<file path="src/i2c_master_bit_sequencer_unit_macros.svh">
// Assertion macros used by the top level of the I2C bit sequencer RTL.
`ifndef I2C_MASTER_BIT_SEQUENCER_UNIT_MACROS_SVH
`define I2C_MASTER_BIT_SEQUENCER_UNIT_MACROS_SVH

// Same-cycle implication, checked at every rising clock edge outside reset.
`define I2CBS_ASSERT_NOW(label, ante, cons, msg) \
	label: assert property (@(posedge clk) disable iff (!arst_n) (ante) |-> (cons)) \
		else $error(msg);

// Next-cycle implication, checked at every rising clock edge outside reset.
`define I2CBS_ASSERT_NEXT(label, ante, cons, msg) \
	label: assert property (@(posedge clk) disable iff (!arst_n) (ante) |=> (cons)) \
		else $error(msg);

`endif

</file>
<file path="src/i2cbs_pkg.sv">
// Package with types, codes and microcode format of the I2C bit sequencer.
`default_nettype none
package i2cbs_pkg;

	localparam int PC_W  = 5;
	localparam int BIT_W = 3;

	typedef logic [PC_W-1:0]  pc_t;
	typedef logic [BIT_W-1:0] bit_idx_t;

	localparam bit_idx_t BIT_LAST = 3'd7;

	typedef enum logic [2:0] {
		OP_START  = 3'd0,
		OP_STOP   = 3'd1,
		OP_WRITE  = 3'd2,
		OP_READ   = 3'd3,
		OP_TX_ACK = 3'd4,
		OP_RX_ACK = 3'd5
	} op_t;

	typedef enum logic [1:0] {
		SCL_KEEP,
		SCL_LOW,
		SCL_HIGH
	} scl_op_t;

	typedef enum logic [2:0] {
		SDA_KEEP,
		SDA_LOW,
		SDA_HIGH,
		SDA_MSB,
		SDA_ACK
	} sda_op_t;

	typedef enum logic [1:0] {
		SH_NONE,
		SH_OUT,
		SH_IN
	} shift_op_t;

	typedef struct packed {
		scl_op_t   scl_op;
		sda_op_t   sda_op;
		shift_op_t shift_op;
		logic      sample;
		logic      rx_emit;
		logic      ack_emit;
		logic      fin;
		logic      lp;
		pc_t       target;
	} cword_t;

	// Microprogram layout.
	localparam pc_t PC_START  = 5'd0;
	localparam pc_t PC_STOP   = 5'd4;
	localparam pc_t PC_WRITE  = 5'd7;
	localparam pc_t PC_WR_LP  = 5'd9;
	localparam pc_t PC_READ   = 5'd10;
	localparam pc_t PC_RD_BIT = 5'd11;
	localparam pc_t PC_RD_LP  = 5'd13;
	localparam pc_t PC_TX_ACK = 5'd14;
	localparam pc_t PC_RX_ACK = 5'd17;
	localparam pc_t PC_END    = 5'd20;

	function automatic pc_t entry_pc(input op_t op);
		pc_t pc;
		case (op)
			OP_START:  pc = PC_START;
			OP_STOP:   pc = PC_STOP;
			OP_WRITE:  pc = PC_WRITE;
			OP_READ:   pc = PC_READ;
			OP_TX_ACK: pc = PC_TX_ACK;
			OP_RX_ACK: pc = PC_RX_ACK;
			default:   pc = PC_START;
		endcase
		return pc;
	endfunction

	function automatic logic op_known(input logic [2:0] op);
		return op inside {OP_START, OP_STOP, OP_WRITE, OP_READ, OP_TX_ACK, OP_RX_ACK};
	endfunction

endpackage
`default_nettype wire

</file>
<file path="src/i2cbs_cmd_if.sv">
// Command channel and phase channel interfaces of the I2C bit sequencer.
`default_nettype none
interface i2cbs_cmd_if;
	logic       valid;
	logic       ready;
	logic [2:0] op;
	logic [7:0] tx_byte;
	logic       ack_out;
	logic [7:0] target_byte;
	logic       target_ack;

	modport source (output valid, op, tx_byte, ack_out, target_byte, target_ack,
		input ready);
	modport sink (input valid, op, tx_byte, ack_out, target_byte, target_ack,
		output ready);
endinterface

interface i2cbs_phase_if;
	logic       valid;
	logic       ready;
	logic       scl_level;
	logic       sda_level;
	logic       sample_phase;
	logic [7:0] rx_data;
	logic       ack_seen;
	logic       last_phase;

	modport source (output valid, scl_level, sda_level, sample_phase, rx_data, ack_seen,
		last_phase, input ready);
	modport sink (input valid, scl_level, sda_level, sample_phase, rx_data, ack_seen,
		last_phase, output ready);
endinterface
`default_nettype wire

</file>
<file path="src/i2cbs_ucode_rom.sv">
// Microcode table of the I2C bit sequencer: one control word per step.
`default_nettype none
module i2cbs_ucode_rom (
	input  var i2cbs_pkg::pc_t    pc,
	output i2cbs_pkg::cword_t     cw
);
	import i2cbs_pkg::*;

	function automatic cword_t mk(input scl_op_t sc, input sda_op_t sd, input shift_op_t sh,
		input logic smp, input logic rxe, input logic acke, input logic fn, input logic l,
		input pc_t tgt);
		cword_t w;
		w.scl_op   = sc;
		w.sda_op   = sd;
		w.shift_op = sh;
		w.sample   = smp;
		w.rx_emit  = rxe;
		w.ack_emit = acke;
		w.fin      = fn;
		w.lp       = l;
		w.target   = tgt;
		return w;
	endfunction

	always_comb begin
		case (pc)
			// Start condition.
			5'd0:    cw = mk(SCL_KEEP, SDA_HIGH, SH_NONE, 1'b0, 1'b0, 1'b0, 1'b0, 1'b0, PC_START);
			5'd1:    cw = mk(SCL_HIGH, SDA_KEEP, SH_NONE, 1'b0, 1'b0, 1'b0, 1'b0, 1'b0, PC_START);
			5'd2:    cw = mk(SCL_KEEP, SDA_LOW,  SH_NONE, 1'b0, 1'b0, 1'b0, 1'b0, 1'b0, PC_START);
			5'd3:    cw = mk(SCL_LOW,  SDA_KEEP, SH_NONE, 1'b0, 1'b0, 1'b0, 1'b1, 1'b0, PC_START);
			// Stop condition.
			5'd4:    cw = mk(SCL_KEEP, SDA_LOW,  SH_NONE, 1'b0, 1'b0, 1'b0, 1'b0, 1'b0, PC_START);
			5'd5:    cw = mk(SCL_HIGH, SDA_KEEP, SH_NONE, 1'b0, 1'b0, 1'b0, 1'b0, 1'b0, PC_START);
			5'd6:    cw = mk(SCL_KEEP, SDA_HIGH, SH_NONE, 1'b0, 1'b0, 1'b0, 1'b1, 1'b0, PC_START);
			// Byte write, one bit per pass.
			5'd7:    cw = mk(SCL_KEEP, SDA_MSB,  SH_OUT,  1'b0, 1'b0, 1'b0, 1'b0, 1'b0, PC_START);
			5'd8:    cw = mk(SCL_HIGH, SDA_KEEP, SH_NONE, 1'b0, 1'b0, 1'b0, 1'b0, 1'b0, PC_START);
			PC_WR_LP: cw = mk(SCL_LOW, SDA_KEEP, SH_NONE, 1'b0, 1'b0, 1'b0, 1'b0, 1'b1, PC_WRITE);
			// Byte read, SDA released once, then one bit per pass.
			5'd10:   cw = mk(SCL_KEEP, SDA_HIGH, SH_NONE, 1'b0, 1'b0, 1'b0, 1'b0, 1'b0, PC_START);
			5'd11:   cw = mk(SCL_HIGH, SDA_KEEP, SH_NONE, 1'b0, 1'b0, 1'b0, 1'b0, 1'b0, PC_START);
			5'd12:   cw = mk(SCL_KEEP, SDA_KEEP, SH_IN,   1'b1, 1'b0, 1'b0, 1'b0, 1'b0, PC_START);
			PC_RD_LP: cw = mk(SCL_LOW, SDA_KEEP, SH_NONE, 1'b0, 1'b1, 1'b0, 1'b0, 1'b1, PC_RD_BIT);
			// Send acknowledge.
			5'd14:   cw = mk(SCL_KEEP, SDA_ACK,  SH_NONE, 1'b0, 1'b0, 1'b0, 1'b0, 1'b0, PC_START);
			5'd15:   cw = mk(SCL_HIGH, SDA_KEEP, SH_NONE, 1'b0, 1'b0, 1'b0, 1'b0, 1'b0, PC_START);
			5'd16:   cw = mk(SCL_LOW,  SDA_KEEP, SH_NONE, 1'b0, 1'b0, 1'b0, 1'b1, 1'b0, PC_START);
			// Receive acknowledge.
			5'd17:   cw = mk(SCL_KEEP, SDA_HIGH, SH_NONE, 1'b0, 1'b0, 1'b0, 1'b0, 1'b0, PC_START);
			5'd18:   cw = mk(SCL_HIGH, SDA_KEEP, SH_NONE, 1'b0, 1'b0, 1'b0, 1'b0, 1'b0, PC_START);
			5'd19:   cw = mk(SCL_KEEP, SDA_KEEP, SH_NONE, 1'b1, 1'b0, 1'b0, 1'b0, 1'b0, PC_START);
			5'd20:   cw = mk(SCL_LOW,  SDA_KEEP, SH_NONE, 1'b0, 1'b0, 1'b1, 1'b1, 1'b0, PC_START);
			default: cw = mk(SCL_KEEP, SDA_KEEP, SH_NONE, 1'b0, 1'b0, 1'b0, 1'b1, 1'b0, PC_START);
		endcase
	end

endmodule
`default_nettype wire

</file>
<file path="src/i2cbs_datapath.sv">
// Pin hold registers, shift registers and phase output register of the sequencer.
`default_nettype none
module i2cbs_datapath (
	input  var logic              clk,
	input  var logic              arst_n,
	input  var logic              load,
	input  var logic [2:0]        op,
	input  var logic [7:0]        tx_byte,
	input  var logic              ack_out,
	input  var logic [7:0]        target_byte,
	input  var logic              target_ack,
	input  var logic              step,
	input  var i2cbs_pkg::cword_t cw,
	input  var logic              is_last,
	output logic                  scl_level,
	output logic                  sda_level,
	output logic                  sample_phase,
	output logic [7:0]            rx_data,
	output logic                  ack_seen,
	output logic                  last_phase
);
	import i2cbs_pkg::*;

	logic       scl_hold_q;
	logic       sda_hold_q;
	logic [7:0] data_q;
	logic [7:0] shift_q;
	logic       ack_out_q;
	logic       target_ack_q;
	logic       scl_nx;
	logic       sda_nx;

	always_comb begin
		case (cw.scl_op)
			SCL_LOW:  scl_nx = 1'b0;
			SCL_HIGH: scl_nx = 1'b1;
			default:  scl_nx = scl_hold_q;
		endcase
		case (cw.sda_op)
			SDA_LOW:  sda_nx = 1'b0;
			SDA_HIGH: sda_nx = 1'b1;
			SDA_MSB:  sda_nx = data_q[7];
			SDA_ACK:  sda_nx = ack_out_q;
			default:  sda_nx = sda_hold_q;
		endcase
	end

	always_ff @(posedge clk or negedge arst_n) begin
		if (!arst_n) begin
			scl_hold_q <= 1'b1;
			sda_hold_q <= 1'b1;
			shift_q    <= '0;
		end else if (load) begin
			shift_q <= '0;
		end else if (step) begin
			scl_hold_q <= scl_nx;
			sda_hold_q <= sda_nx;
			if (cw.shift_op == SH_IN) begin
				shift_q <= {shift_q[6:0], data_q[7]};
			end
		end
	end

	always_ff @(posedge clk) begin
		if (load) begin
			data_q       <= (op == OP_WRITE) ? tx_byte : target_byte;
			ack_out_q    <= ack_out;
			target_ack_q <= target_ack;
		end else if (step && cw.shift_op != SH_NONE) begin
			data_q <= {data_q[6:0], 1'b0};
		end
	end

	always_ff @(posedge clk) begin
		if (step) begin
			scl_level    <= scl_nx;
			sda_level    <= sda_nx;
			sample_phase <= cw.sample;
			rx_data      <= (cw.rx_emit && is_last) ? shift_q : 8'd0;
			ack_seen     <= cw.ack_emit & target_ack_q;
			last_phase   <= is_last;
		end
	end

endmodule
`default_nettype wire

</file>
<file path="src/i2c_master_bit_sequencer_unit.sv">
// Top level of the I2C master bit sequencer: step counter, handshakes, assertions.
//
// The cmd channel takes one bus command per transaction: start, stop, write
// byte, read byte, send ack or receive ack, together with the byte to send, the
// ack level to drive and the levels the target presents on SDA. The phase
// channel returns one transaction per pin phase: SCL level, SDA drive, sample
// mark, and on the final phase the read byte or the sampled ack bit.
// A command runs 3 (stop, send ack), 4 (start, receive ack), 24 (write byte)
// or 25 (read byte) phases. Steps are fetched from a microcode table, one step
// per clock while the phase receiver does not stall. Acceptance loads the step
// counter and the busy flag; each phase then passes through the output register. A new
// command is taken in the cycle after the last phase has been produced.
// Unknown command codes are accepted and produce no phases.
// When the phase receiver stalls, the output register holds its phase and the
// step counter waits; no phase is lost or repeated.
// Reset releases both bus lines (SCL and SDA holds at 1), clears the shift
// register and empties the output register.
`default_nettype none
module i2c_master_bit_sequencer_unit (
	input  var logic     clk,
	input  var logic     arst_n,
	i2cbs_cmd_if.sink    cmd,
	i2cbs_phase_if.source phase
);
	import i2cbs_pkg::*;

	`include "i2c_master_bit_sequencer_unit_macros.svh"

	logic     busy_q;
	logic     out_valid_q;
	pc_t      pc_q;
	bit_idx_t bit_q;
	cword_t   cw;
	logic     accept;
	logic     step;
	logic     is_last;
	logic     loop_back;

	assign cmd.ready = !busy_q;
	assign accept    = cmd.valid && !busy_q;
	assign step      = busy_q && (!out_valid_q || phase.ready);
	assign loop_back = cw.lp && (bit_q != BIT_LAST);
	assign is_last   = cw.fin || (cw.lp && bit_q == BIT_LAST);

	i2cbs_ucode_rom u_rom (
		.pc (pc_q),
		.cw (cw)
	);

	i2cbs_datapath u_dp (
		.clk          (clk),
		.arst_n       (arst_n),
		.load         (accept),
		.op           (cmd.op),
		.tx_byte      (cmd.tx_byte),
		.ack_out      (cmd.ack_out),
		.target_byte  (cmd.target_byte),
		.target_ack   (cmd.target_ack),
		.step         (step),
		.cw           (cw),
		.is_last      (is_last),
		.scl_level    (phase.scl_level),
		.sda_level    (phase.sda_level),
		.sample_phase (phase.sample_phase),
		.rx_data      (phase.rx_data),
		.ack_seen     (phase.ack_seen),
		.last_phase   (phase.last_phase)
	);

	always_ff @(posedge clk or negedge arst_n) begin
		if (!arst_n) begin
			busy_q <= 1'b0;
			pc_q   <= PC_START;
			bit_q  <= '0;
		end else if (accept) begin
			busy_q <= op_known(cmd.op);
			pc_q   <= entry_pc(op_t'(cmd.op));
			bit_q  <= '0;
		end else if (step) begin
			if (is_last) begin
				busy_q <= 1'b0;
			end else if (loop_back) begin
				pc_q  <= cw.target;
				bit_q <= bit_q + 3'd1;
			end else begin
				pc_q <= pc_q + 5'd1;
			end
		end
	end

	always_ff @(posedge clk or negedge arst_n) begin
		if (!arst_n) begin
			out_valid_q <= 1'b0;
		end else if (step) begin
			out_valid_q <= 1'b1;
		end else if (phase.ready) begin
			out_valid_q <= 1'b0;
		end
	end

	assign phase.valid = out_valid_q;

	`I2CBS_ASSERT_NEXT(a_start_busy, accept && op_known(cmd.op), busy_q, "Known command did not start the sequencer.")
	`I2CBS_ASSERT_NEXT(a_last_idle, step && is_last, !busy_q, "Sequencer still busy after the last phase.")
	`I2CBS_ASSERT_NOW(a_pc_range, busy_q, pc_q <= PC_END, "Step counter left the microprogram.")
	`I2CBS_ASSERT_NOW(a_rx_on_last, phase.valid && phase.rx_data != 8'd0, phase.last_phase, "Read byte reported before the last phase.")

endmodule
`default_nettype wire
</file>
<file path="src/flat_wrapper.sv">
// flat-port wrapper written by rule: the top's interface ports become plain ports
module i2c_master_bit_sequencer_unit_flat import i2cbs_pkg::*;
  (clk, arst_n, cmd_valid, cmd_op, cmd_tx_byte, cmd_ack_out, cmd_target_byte, cmd_target_ack, cmd_ready, phase_valid, phase_scl_level, phase_sda_level, phase_sample_phase, phase_rx_data, phase_ack_seen, phase_last_phase, phase_ready);
  i2cbs_cmd_if cmd_i ();
  i2cbs_phase_if phase_i ();
  input  var logic clk;
  input  var logic arst_n;
  input wire logic [$bits(cmd_i.valid)-1:0] cmd_valid;
  input wire logic [$bits(cmd_i.op)-1:0] cmd_op;
  input wire logic [$bits(cmd_i.tx_byte)-1:0] cmd_tx_byte;
  input wire logic [$bits(cmd_i.ack_out)-1:0] cmd_ack_out;
  input wire logic [$bits(cmd_i.target_byte)-1:0] cmd_target_byte;
  input wire logic [$bits(cmd_i.target_ack)-1:0] cmd_target_ack;
  output wire logic [$bits(cmd_i.ready)-1:0] cmd_ready;
  output wire logic [$bits(phase_i.valid)-1:0] phase_valid;
  output wire logic [$bits(phase_i.scl_level)-1:0] phase_scl_level;
  output wire logic [$bits(phase_i.sda_level)-1:0] phase_sda_level;
  output wire logic [$bits(phase_i.sample_phase)-1:0] phase_sample_phase;
  output wire logic [$bits(phase_i.rx_data)-1:0] phase_rx_data;
  output wire logic [$bits(phase_i.ack_seen)-1:0] phase_ack_seen;
  output wire logic [$bits(phase_i.last_phase)-1:0] phase_last_phase;
  input wire logic [$bits(phase_i.ready)-1:0] phase_ready;
  assign cmd_i.valid = cmd_valid;
  assign cmd_i.op = cmd_op;
  assign cmd_i.tx_byte = cmd_tx_byte;
  assign cmd_i.ack_out = cmd_ack_out;
  assign cmd_i.target_byte = cmd_target_byte;
  assign cmd_i.target_ack = cmd_target_ack;
  assign cmd_ready = cmd_i.ready;
  assign phase_valid = phase_i.valid;
  assign phase_scl_level = phase_i.scl_level;
  assign phase_sda_level = phase_i.sda_level;
  assign phase_sample_phase = phase_i.sample_phase;
  assign phase_rx_data = phase_i.rx_data;
  assign phase_ack_seen = phase_i.ack_seen;
  assign phase_last_phase = phase_i.last_phase;
  assign phase_i.ready = phase_ready;
  i2c_master_bit_sequencer_unit u_core (.clk(clk), .arst_n(arst_n), .cmd(cmd_i), .phase(phase_i));
endmodule
</file>
<file path="config.mk">
export PLATFORM = sky130hd
export DESIGN_NAME = i2c_master_bit_sequencer_unit_flat
export DESIGN_NICKNAME = d
export VERILOG_FILES = /design/src/i2cbs_pkg.sv /design/src/i2cbs_cmd_if.sv /design/src/i2cbs_ucode_rom.sv /design/src/i2cbs_datapath.sv /design/src/i2c_master_bit_sequencer_unit.sv /design/src/flat_wrapper.sv
export VERILOG_INCLUDE_DIRS = /design/src /design/src/src
export SDC_FILE = /design/constraint.sdc
export NUM_CORES = 1
export LEC_CHECK = 0
export BUFFER_PORTS_ARGS = -buffer_cell sky130_fd_sc_hd__buf_2
export CAP_MARGIN = 20
export CORE_AREA = 4 4 64 78
export CTS_BUF_LIST = sky130_fd_sc_hd__clkbuf_8
export CTS_CLUSTER_SIZE = 40
export DETAILED_ROUTE_END_ITERATION = 6
export DIE_AREA = 0 0 68 82
export PLACE_DENSITY = 0.9
export SETUP_SLACK_MARGIN = 0.2
export SLEW_MARGIN = 10
export SYNTH_ARGS = -nofsm -noshare
export SYNTH_HDL_FRONTEND = slang
export SYNTH_SLANG_ARGS = --single-unit
</file>
<file path="constraint.sdc">
create_clock -name clk -period 2.7 [get_ports clk]
set_clock_uncertainty 0.1 [all_clocks]
set_input_delay 0.405 -clock clk [delete_from_list [all_inputs] [get_ports clk]]
set_output_delay 0.405 -clock clk [all_outputs]
set_load 0.005 [all_outputs]
</file>
-- Yosys cells after proc, flatten, opt, wreduce, memory -nomap -nowiden
Memories as Yosys holds them, arrays and structs flattened.
Cells that the tools add are included.
- ROM bits: 512
- register bits: 43
- memories kept: 1
- output and inout bits: 15
- logic and storage cells: 82
- multiplexer cells: 22
- bitwise gates (word level): 2
- eq/ne operators: 15
- reduce and logical (&&, ||, !) cells: 24
- $add $sub $neg: 2
- memories (memory ; words ; bits a word ; read ports ; clocked after memory_dff ; write ports ; RTL line ; text):
    (name not given) ; 32 ; 16 ; 1 ; 0 ; 0 ; i2cbs_ucode_rom.sv:26 ; case (pc)
- operators with widths (kind ; number):
    $mux W8 ; 6
    $pmux W5 S5 ; 1
    $mux W5 ; 4
    $reduce_bool A2 Y1 ; 7
    $eq A3 B2 Y1 const B ; 4
    $eq A3 B3 Y1 const B ; 4
    $mux W3 ; 4
    $reduce_and A2 Y1 ; 4
    $eq A3 B1 Y1 const B ; 2
    $logic_and A1 B1 Y1 ; 6
    $reduce_bool A6 Y1 ; 1
    $add A5 B1 Y5 const B ; 1
    $mux W1 ; 5
    $eq A2 B2 Y1 const B ; 2
    $pmux W1 S4 ; 1
    $add A3 B1 Y3 const B ; 1
    $logic_not A3 Y1 ; 1
    $ne A3 B3 Y1 const B ; 1
    $reduce_and A3 Y1 ; 1
    $eq A2 B1 Y1 const B ; 1
    $logic_not A1 Y1 ; 2
    $logic_or A1 B1 Y1 ; 2
    $ne A2 B1 Y1 const B ; 1
    $pmux W1 S2 ; 1
    2 further kinds ; 2

-- Longest topological paths before layout
Gate-level depths: netlist of the first run.
- depth after elaboration: 6
- mapped depth: 10
- gate-level depth less buffers: 9

-- Cells and area by module
Synthesis of the first run repeated with hierarchy kept, for this count alone.
- cells, all modules: 233
- area, all modules: 2499.9 µm²
- modules (own cells, without submodules) (module ; cells an instance ; instances ; sequential area each (µm²) ; area an instance (µm²)):
    i2cbs_datapath ; 108 ; 1 ; 943.4 ; 1435.1
    i2c_master_bit_sequencer_unit ; 74 ; 1 ; 250.2 ; 660.6
    i2cbs_ucode_rom ; 51 ; 1 ; 0.0 ; 404.1

-- Worst setup path before layout of the first run
No wires, ideal clock.
- path type: reg2reg
- from: register u_core.pc_q[0]
- to: register u_core.u_dp.sda_level, data pin
- setup slack: 464 ps
- buffers on the path: 0
- stages on the path, launching flop included: 8
- data required time: 2331 ps
- clock period less this slack: 2236 ps
- arrival time: 1867 ps
- path through: dfrtp_1 inv_1 ha_1 mux2_4 a221oi_4 nor3b_2 a2111oi_4 a21oi_1
- cells in the longest elaborated chain, start to end: 3
- elaborated cells between the ends (all ways): 6
- those cells by class: eq/ne: 4; mux: 1; memory: 1
- ends and longest elaborated chain (what ; RTL line ; text):
    from (decl) ; i2c_master_bit_sequencer_unit.sv:31 ; pc_t pc_q;
    from (signal assigned) ; i2c_master_bit_sequencer_unit.sv:77 ; pc_q <= entry_pc(op_t'(cmd.op));
    from (signal assigned) ; i2c_master_bit_sequencer_unit.sv:83 ; pc_q <= cw.target;
    from (signal assigned) ; i2c_master_bit_sequencer_unit.sv:86 ; pc_q <= pc_q + 5'd1;
    $mem_v2 Z32 W16 * ; -- ;
    $eq A3 B3 Y1 (tied with other cells) ; i2cbs_datapath.sv:39 ; case (cw.sda_op)
    $pmux W1 S4 * ; i2cbs_datapath.sv:39 ;
    net u_core.u_dp.sda_nx ; i2cbs_datapath.sv:31 ; logic sda_nx;
    to (signal assigned) ; i2cbs_datapath.sv:77 ; sda_level <= sda_nx;
    to (decl) ; i2cbs_datapath.sv:16 ; output logic sda_level,
Mark *: on every way through the listed nets, which the timed path passes. The rest lies on a longest branch.
A chain may end at the register's enable or synchronous reset.

-- Worst setup path after layout of the first run
Same ends and word-level chain as after synthesis.

==> results of run 1 <==
-- power by group through the flow --
stage / combinational [mW] / clock, mW / sequential [mW]
3_3_place_gp: 1.14 / 0 / 1.11
3_5_place_dp: 1.19 / 0 / 1.12
5_1_grt: 1.37 / 0.541 / 1.13
2_1_floorplan: 0.902 / 0 / 1.06
6_report: 1.23 / 0.509 / 1.11
4_1_cts: 1.20 / 0.510 / 1.10
-- sequential cells by signal, summed over array words and instances, names as in the netlist, 3 cells and up --
| signal | flops |
|---|---|
| u_core.bit_q | 3 |
| u_core.pc_q | 5 |
| u_core.u_dp.data_q | 8 |
| u_core.u_dp.rx_data | 8 |
| u_core.u_dp.shift_q | 8 |
-- worst min path at each step --
stage	to	slack [ns]	depth (start not counted)
after CTS	u_core.u_dp.target_ack_q	0.17	1
after detailed placement	u_core.u_dp.shift_q[3]	0.29	1
after global routing	u_core.u_dp.target_ack_q	0.17	1
final	u_core.u_dp.target_ack_q	0.17	1
after floorplan	u_core.bit_q[0]	0.009	0
after global placement	u_core.u_dp.shift_q[2]	0.29	1
-- per-layer routing --
metal,global-route usage,wire length (um),up-vias
li1,-,-,886
met1,0.238,1980,877
met2,0.381,2860,59
met3,0.0438,259,13
met4,0.109,150,0
met5,0,0,-
-- cells by family (layout without fill, tap and decap cells) --
kind of cell,count (synthesis),in the layout,share of synthesized area
adder cells (fa/ha/maj),10,10,0.0524
multiplexers,24,24,0.104
flip-flops,43,43,0.499
buffers and inverters,18,65,0.0340
XOR/XNOR,1,1,0.00367
AO/OA/AOI/OAI,44,44,0.137
AND/OR/NAND/NOR,80,80,0.170
-- layout by cell type (no fill, tap or decap), drive strengths merged, types with 2 or more instances in the layout --
| master | synthesis | routed |
|---|---|---|
| a21oi | 20 | 20 |
| a22oi | 2 | 2 |
| a311oi | 2 | 2 |
| a31oi | 2 | 2 |
| and2 | 10 | 10 |
| and4bb | 2 | 2 |
| buf | 6 | 47 |
| clkbuf | 3 | 5 |
| clkinv | 1 | 3 |
| dfrtp | 18 | 18 |
| dfstp | 2 | 2 |
| edfxtp | 23 | 23 |
| ha | 10 | 10 |
| inv | 8 | 8 |
| mux2 | 3 | 3 |
| mux2i | 21 | 21 |
| nand2 | 16 | 16 |
| nand2b | 2 | 2 |
| nand3 | 6 | 6 |
| nor2 | 28 | 28 |
| nor2b | 6 | 6 |
| nor3 | 5 | 5 |
| nor3b | 2 | 2 |
| o211ai | 3 | 3 |
| o21ai | 4 | 4 |
| o311ai | 2 | 2 |
-- through the flow --
step | hold WS, ns | total power, mW | instances
2_1_floorplan | 0.00941 | 1.96 | 220
3_3_place_gp | 0.286 | 2.25 | 312
3_5_place_dp | 0.291 | 2.30 | 312
4_1_cts | 0.169 | 2.82 | 321
5_1_grt | 0.168 | 3.04 | 323
6_report | 0.174 | 2.85 | 323
-- layout make-up --
type	count	area [um2]	share of cell area
flip-flops and latches	43	1190	0.427
well taps	56	70.1	0.0251
repair buffers	48	265	0.0949
clock buffers	5	68.8	0.0246
clock inverters	3	43.8	0.0157
multi-input cells	159	1120	0.401
inverters	9	33.8	0.0121
-- what timing repair did --
item	in CTS	in global routing
hold buffers	1	0
buffers inserted	0	2
setup endpoints to repair	0	1
hold endpoints to repair	18	0
==> metrics, run 1 <==
vias post-DR 1835; final total negative setup slack 0 ns; mapped cell area 2390 um2; standby leakage power 1.28 nW; Tightest Pin Transition 0.729 ns; Routed WL 5240 um; worst path setup slack after routing 0.345 ns; average instance area after synthesis 10.9 um2; count of H-tree levels built during CTS 2; post-synth net total 255; worst path buffer plus inverter count 1; worst slack at placement 0.282 ns; Critical Path Stages 7; placed cell areas 2660 um2; setup repair after global routing missed its margin no; number of detailed-routing iterations run before antenna repair 5; # diodes 0; proportion of layout cells with a drive suffix above 1 0.255; share of async-settable or async-resettable flops after synthesis 0.465; I/O pins 40; full die area 5580 um2; final cycle utilization of the critical path 0.872; dominant cell by count in the synthesized netlist nor2_1; estimated wirelength of the detail-placed design 3800 um; fraction of power consumed by combinational cells 0.432; global-route wire length before repair 8800 um; design area 2800 um2; Worst Hold Launch cmd_target_ack; Critical Path End Type flop; pins over their slew limit 0; Final Hold Viols 0; Critical Path Slowest Stage Cell dfrtp_1; leading cell types by count after synthesis 27 x nor2_1, 23 x edfxtp_1, 21 x mux2i_1; Arr. time, crit path 2.30 ns; clock group share of total power 0.179; CTS buffer count 5; worst ir drop on vdd 0.000662 V; Sw Ratio 0.389; cells on worst reg2reg path 7; starting DRC count in detailed routing 129; remaining global-route overflow 0; number of placement rows 26; Resize count post-CTS 0; type of element launching the critical path flop; R2R setup slack 0.34 ns; aggregate global-route resource usage 0.215; antenna violations before repair 0; cell internal power dissipation 1.74 mW; highest clock frequency the design can meet 425 MHz; launch instance of the worst register-to-register path u_core.pc_q[0]; effective utilization at floorplan 0.565; Area growth syn-to-layout 17.0%; register clock-pin slew on the reported worst setup and hold paths 0.09 ns; PwrDens 1020 nW/um2; number of port buffers 39; core outline area 4230 um2; result of the run complete, no violations; Yosys top cell area share 0.289; Max Cap Viol 0; Psw 1.11 mW; nets 301; Worst Path Max Fanout 6; Worst Path Class, Setup reg -> reg; post-DR vias/cell 5.68; die extent in x 68 um; Data required, critical path 2.65 ns; post-detailed-route wirelength per cell 16.2 um; launch point of the worst path u_core.pc_q[0]; Layout Utilization 0.661; Slew headroom 0.510; FF-to-FF End u_core.u_dp.sda_level; sequential power share 0.389; gate family responsible for the most delay along the worst path compound AO/OA/AOI/OAI gates; worst hold-check path type in -> reg; maximum number of pins on one net before global-route repair 21; number of routed nets with antenna violations 0; root buf cell clkbuf_8; Setup violations, final 0; delay contributed by the slowest stage of the critical path 0.45 ns; commonest register cell after synthesis edfxtp_1; Die Y 82 um; number of synthesized flops with an enable pin 23; cell accounting for the most synthesized area edfxtp_1; part of the Yosys area used for sequential elements 0.499; number of buffers on the longest clock path 2; CTS tree yes; critical path endpoint u_core.u_dp.sda_level; time the final worst path needs with I/O delays and setup 2.36 ns; count of distinct cell types in the synthesized netlist 46; fill count 349; number of global-route vias before repair 1892; cells along the critical path inv_1, ha_1, mux2_4, a221oi_4, nor3b_2, a2111oi_4, a21oi_1; DRC violation count after routing 0; placer congestion estimate 0.975; Syn Inst Count 220; clock sinks 43; number of storage elements in the synthesis netlist 43; later-pin clock latency in the skew report 0.30 ns; number of warnings issued by yosys 0; biggest area contributors in the synthesized netlist edfxtp_1 29%, dfrtp_1 19%, mux2i_1 8.8%
Power figures use the tool's default switching activity.
==> run 2: changes to the inputs <==
Settings changed: GPL_TIMING_DRIVEN from default to 0.
==> run 2 against run 1 <==
Global-route usage down 0.65 points; first-iteration DRC count down 49%; via count is 1.4% higher; critical path depth unchanged; design area hardly changed; routed wire length fell by 1.5%; worst hold slack barely moved; critical path type unchanged; largest power group unchanged; critical endpoint unchanged; sequential power shrank 4%; combinational power rose by 3%; highest routed layer unchanged; power is 0.14% lower; worst setup slack got worse by 0.042 ns.
==> metrics, run 2 (synthesized netlist as in run 1, its figures left out) <==
number of placement rows 26 (unchanged); highest clock frequency the design can meet 417 MHz (-1.7%); worst path setup slack after routing 0.303 ns (-0.0416 ns); Tightest Pin Transition 0.627 ns (-0.103 ns); clock sinks 43 (unchanged); Critical Path Slowest Stage Cell dfrtp_2; # diodes 0 (unchanged); PwrDens 1020 nW/um2 (-0.23%); number of buffers on the longest clock path 2 (unchanged); starting DRC count in detailed routing 66 (-49%); I/O pins 40 (unchanged); worst hold-check path type in -> reg; full die area 5580 um2 (unchanged); CTS tree yes; nets 303 (+0.66%); FF-to-FF End u_core.u_dp.sda_level; cells on worst reg2reg path 7 (unchanged); maximum number of pins on one net before global-route repair 21 (unchanged); vias post-DR 1861 (+1.4%); Area growth syn-to-layout 17.1% (about the same); number of detailed-routing iterations run before antenna repair 4 (-1); Routed WL 5160 um (-1.5%); final total negative setup slack 0 ns (unchanged); result of the run complete, no violations; Worst Hold End u_core.u_dp.target_ack_q; type of element launching the critical path flop; DRC violation count after routing 0 (unchanged); core outline area 4230 um2 (unchanged); aggregate global-route resource usage 0.208 (-0.00645); worst ir drop on vdd 0.000717 V (+8.3%); global-route wire length before repair 8570 um (-2.6%); Critical Path End Type flop; Data required, critical path 2.64 ns (about the same); worst path buffer plus inverter count 1 (unchanged); later-pin clock latency in the skew report 0.30 ns (about the same); time the final worst path needs with I/O delays and setup 2.40 ns (+0.0416 ns); root buf cell clkbuf_8; launch instance of the worst register-to-register path u_core.pc_q[0]; cells along the critical path inv_1, ha_1, mux2_4, a221oi_4, nor3b_2, a2111oi_4, a21oi_1; post-DR vias/cell 5.73 (+0.79%); Hold Path Cell Cnt 1 (unchanged); gate family responsible for the most delay along the worst path compound AO/OA/AOI/OAI gates; count of H-tree levels built during CTS 2 (unchanged); setup repair after global routing missed its margin no; R2R setup slack 0.30 ns (-0.04 ns); remaining global-route overflow 0 (unchanged); number of routed nets with antenna violations 0 (unchanged); Regs by FF count u_core.u_dp.data_q (8), u_core.u_dp.rx_data (8), u_core.u_dp.shift_q (8); final cycle utilization of the critical path 0.888 (+0.0154); Setup violations, final 0 (unchanged); delay contributed by the slowest stage of the critical path 0.42 ns (-0.03 ns); Arr. time, crit path 2.34 ns (+0.04 ns); Worst Hold Launch cmd_target_ack; pins over their slew limit 0 (unchanged); antenna violations before repair 0 (unchanged); effective utilization at floorplan 0.565 (unchanged); placer congestion estimate 0.962 (-1.4%); worst slack at placement 0.119 ns (-0.163 ns); Max Cap Viol 0 (unchanged); Final Hold Viols 0 (unchanged); post-detailed-route wirelength per cell 15.9 um (-2.1%); most frequent standard cell in the layout excluding fill and tap cells buf_2; Worst Path Max Fanout 6 (unchanged); Worst Path Class, Setup reg -> reg; Slew headroom 0.579 (+0.0690); number of global-route vias before repair 1798 (-5.0%); proportion of layout cells with a drive suffix above 1 0.264 (+0.00926); number of port buffers 39 (unchanged); estimated wirelength of the detail-placed design 3650 um (-4.0%); Layout Utilization 0.662 (about the same); standby leakage power 1.27 nW (-0.73%); die extent in x 68 um (unchanged); leading cell types in the layout, fill and taps excluded 44 x buf_2, 27 x nor2_1, 23 x edfxtp_1; Die Y 82 um (unchanged); CTS buffer count 5 (unchanged); register clock-pin slew on the reported worst setup and hold paths 0.08 ns (about the same)
run 2: changes by cell type in the layout (fill, tap and decap cells not counted), moves of 3 or more:
cell and delta:
buf_2 +5, buf_4 -7, clkbuf_1 +3, dfrtp_1 -3, dfrtp_2 +3
run 2: per-stage QoR:
stage | total power, mW | hold WS, ns | instances | instance area [um2]
floorplan | 1.96 | 0.00941 | 220 | 2390
CTS | 2.81 | 0.166 | 324 | 2780
global route | 3.03 | 0.160 | 325 | 2800
global placement | 2.25 | 0.277 | 315 | 2660
finish | 2.85 | 0.173 | 325 | 2800
detailed placement | 2.30 | 0.285 | 315 | 2660
run 2: worst register-to-register path: cells and delay by family, from the launching register on:
kind	cells	cell delay, ns
flops	1	0.42
fa+ha+maj	1	0.29
compound gates	3	0.82
simple gates	1	0.11
mux	1	0.31
buf+inv	1	0.09
run 2: what timing repair did:
item / 4_1_cts / 5_1_grt
setup endpoints to repair: 0 / 11
endpoints found under the hold margin: 18 / 0
hold buffers: 1 / 0
gates resized for setup: 0 / 5
setup buffers: 0 / 1
run 2: cell type report:
cell class,instances,area [um2]
clock inverters,3,43.8
multi-input cells,159,1120
plain buffers,9,47.5
flip-flops and latches,43,1200
fillers,314,1430
inverters,9,37.5
well taps,56,70.1
clock buffers,5,68.8
repair buffers,41,213
run 2: report_power, final:
part / switching (mW) / total (mW) / leakage (nW) / internal (mW)
combinational: 0.761 / 1.27 / 0.735 / 0.510
sequential: 0.121 / 1.07 / 0.473 / 0.954
clock: 0.227 / 0.502 / 0.0581 / 0.275
total: 1.11 / 2.85 / 1.27 / 1.74
run 2: worst max-delay path by stage:
stage	to	depth (start not counted)	start	slack, ns
6_report	u_core.u_dp.sda_level	7	u_core.pc_q[0]	0.30
5_1_grt	u_core.u_dp.sda_level	7	u_core.pc_q[0]	0.21
4_1_cts	u_core.u_dp.sda_level	7	u_core.pc_q[0]	0.26
3_5_place_dp	u_core.u_dp.data_q[4]	7	phase_ready	0.12
3_3_place_gp	u_core.u_dp.data_q[2]	7	phase_ready	0.18
2_1_floorplan	u_core.u_dp.sda_level	7	u_core.pc_q[0]	0.46
run 2: routing by layer:
metal	wire, um	vias up	global-route usage
met5	0	-	0
met3	271	12	0.0465
met1	2070	900	0.258
li1	-	892	-
met2	2690	57	0.341
met4	136	0	0.0974
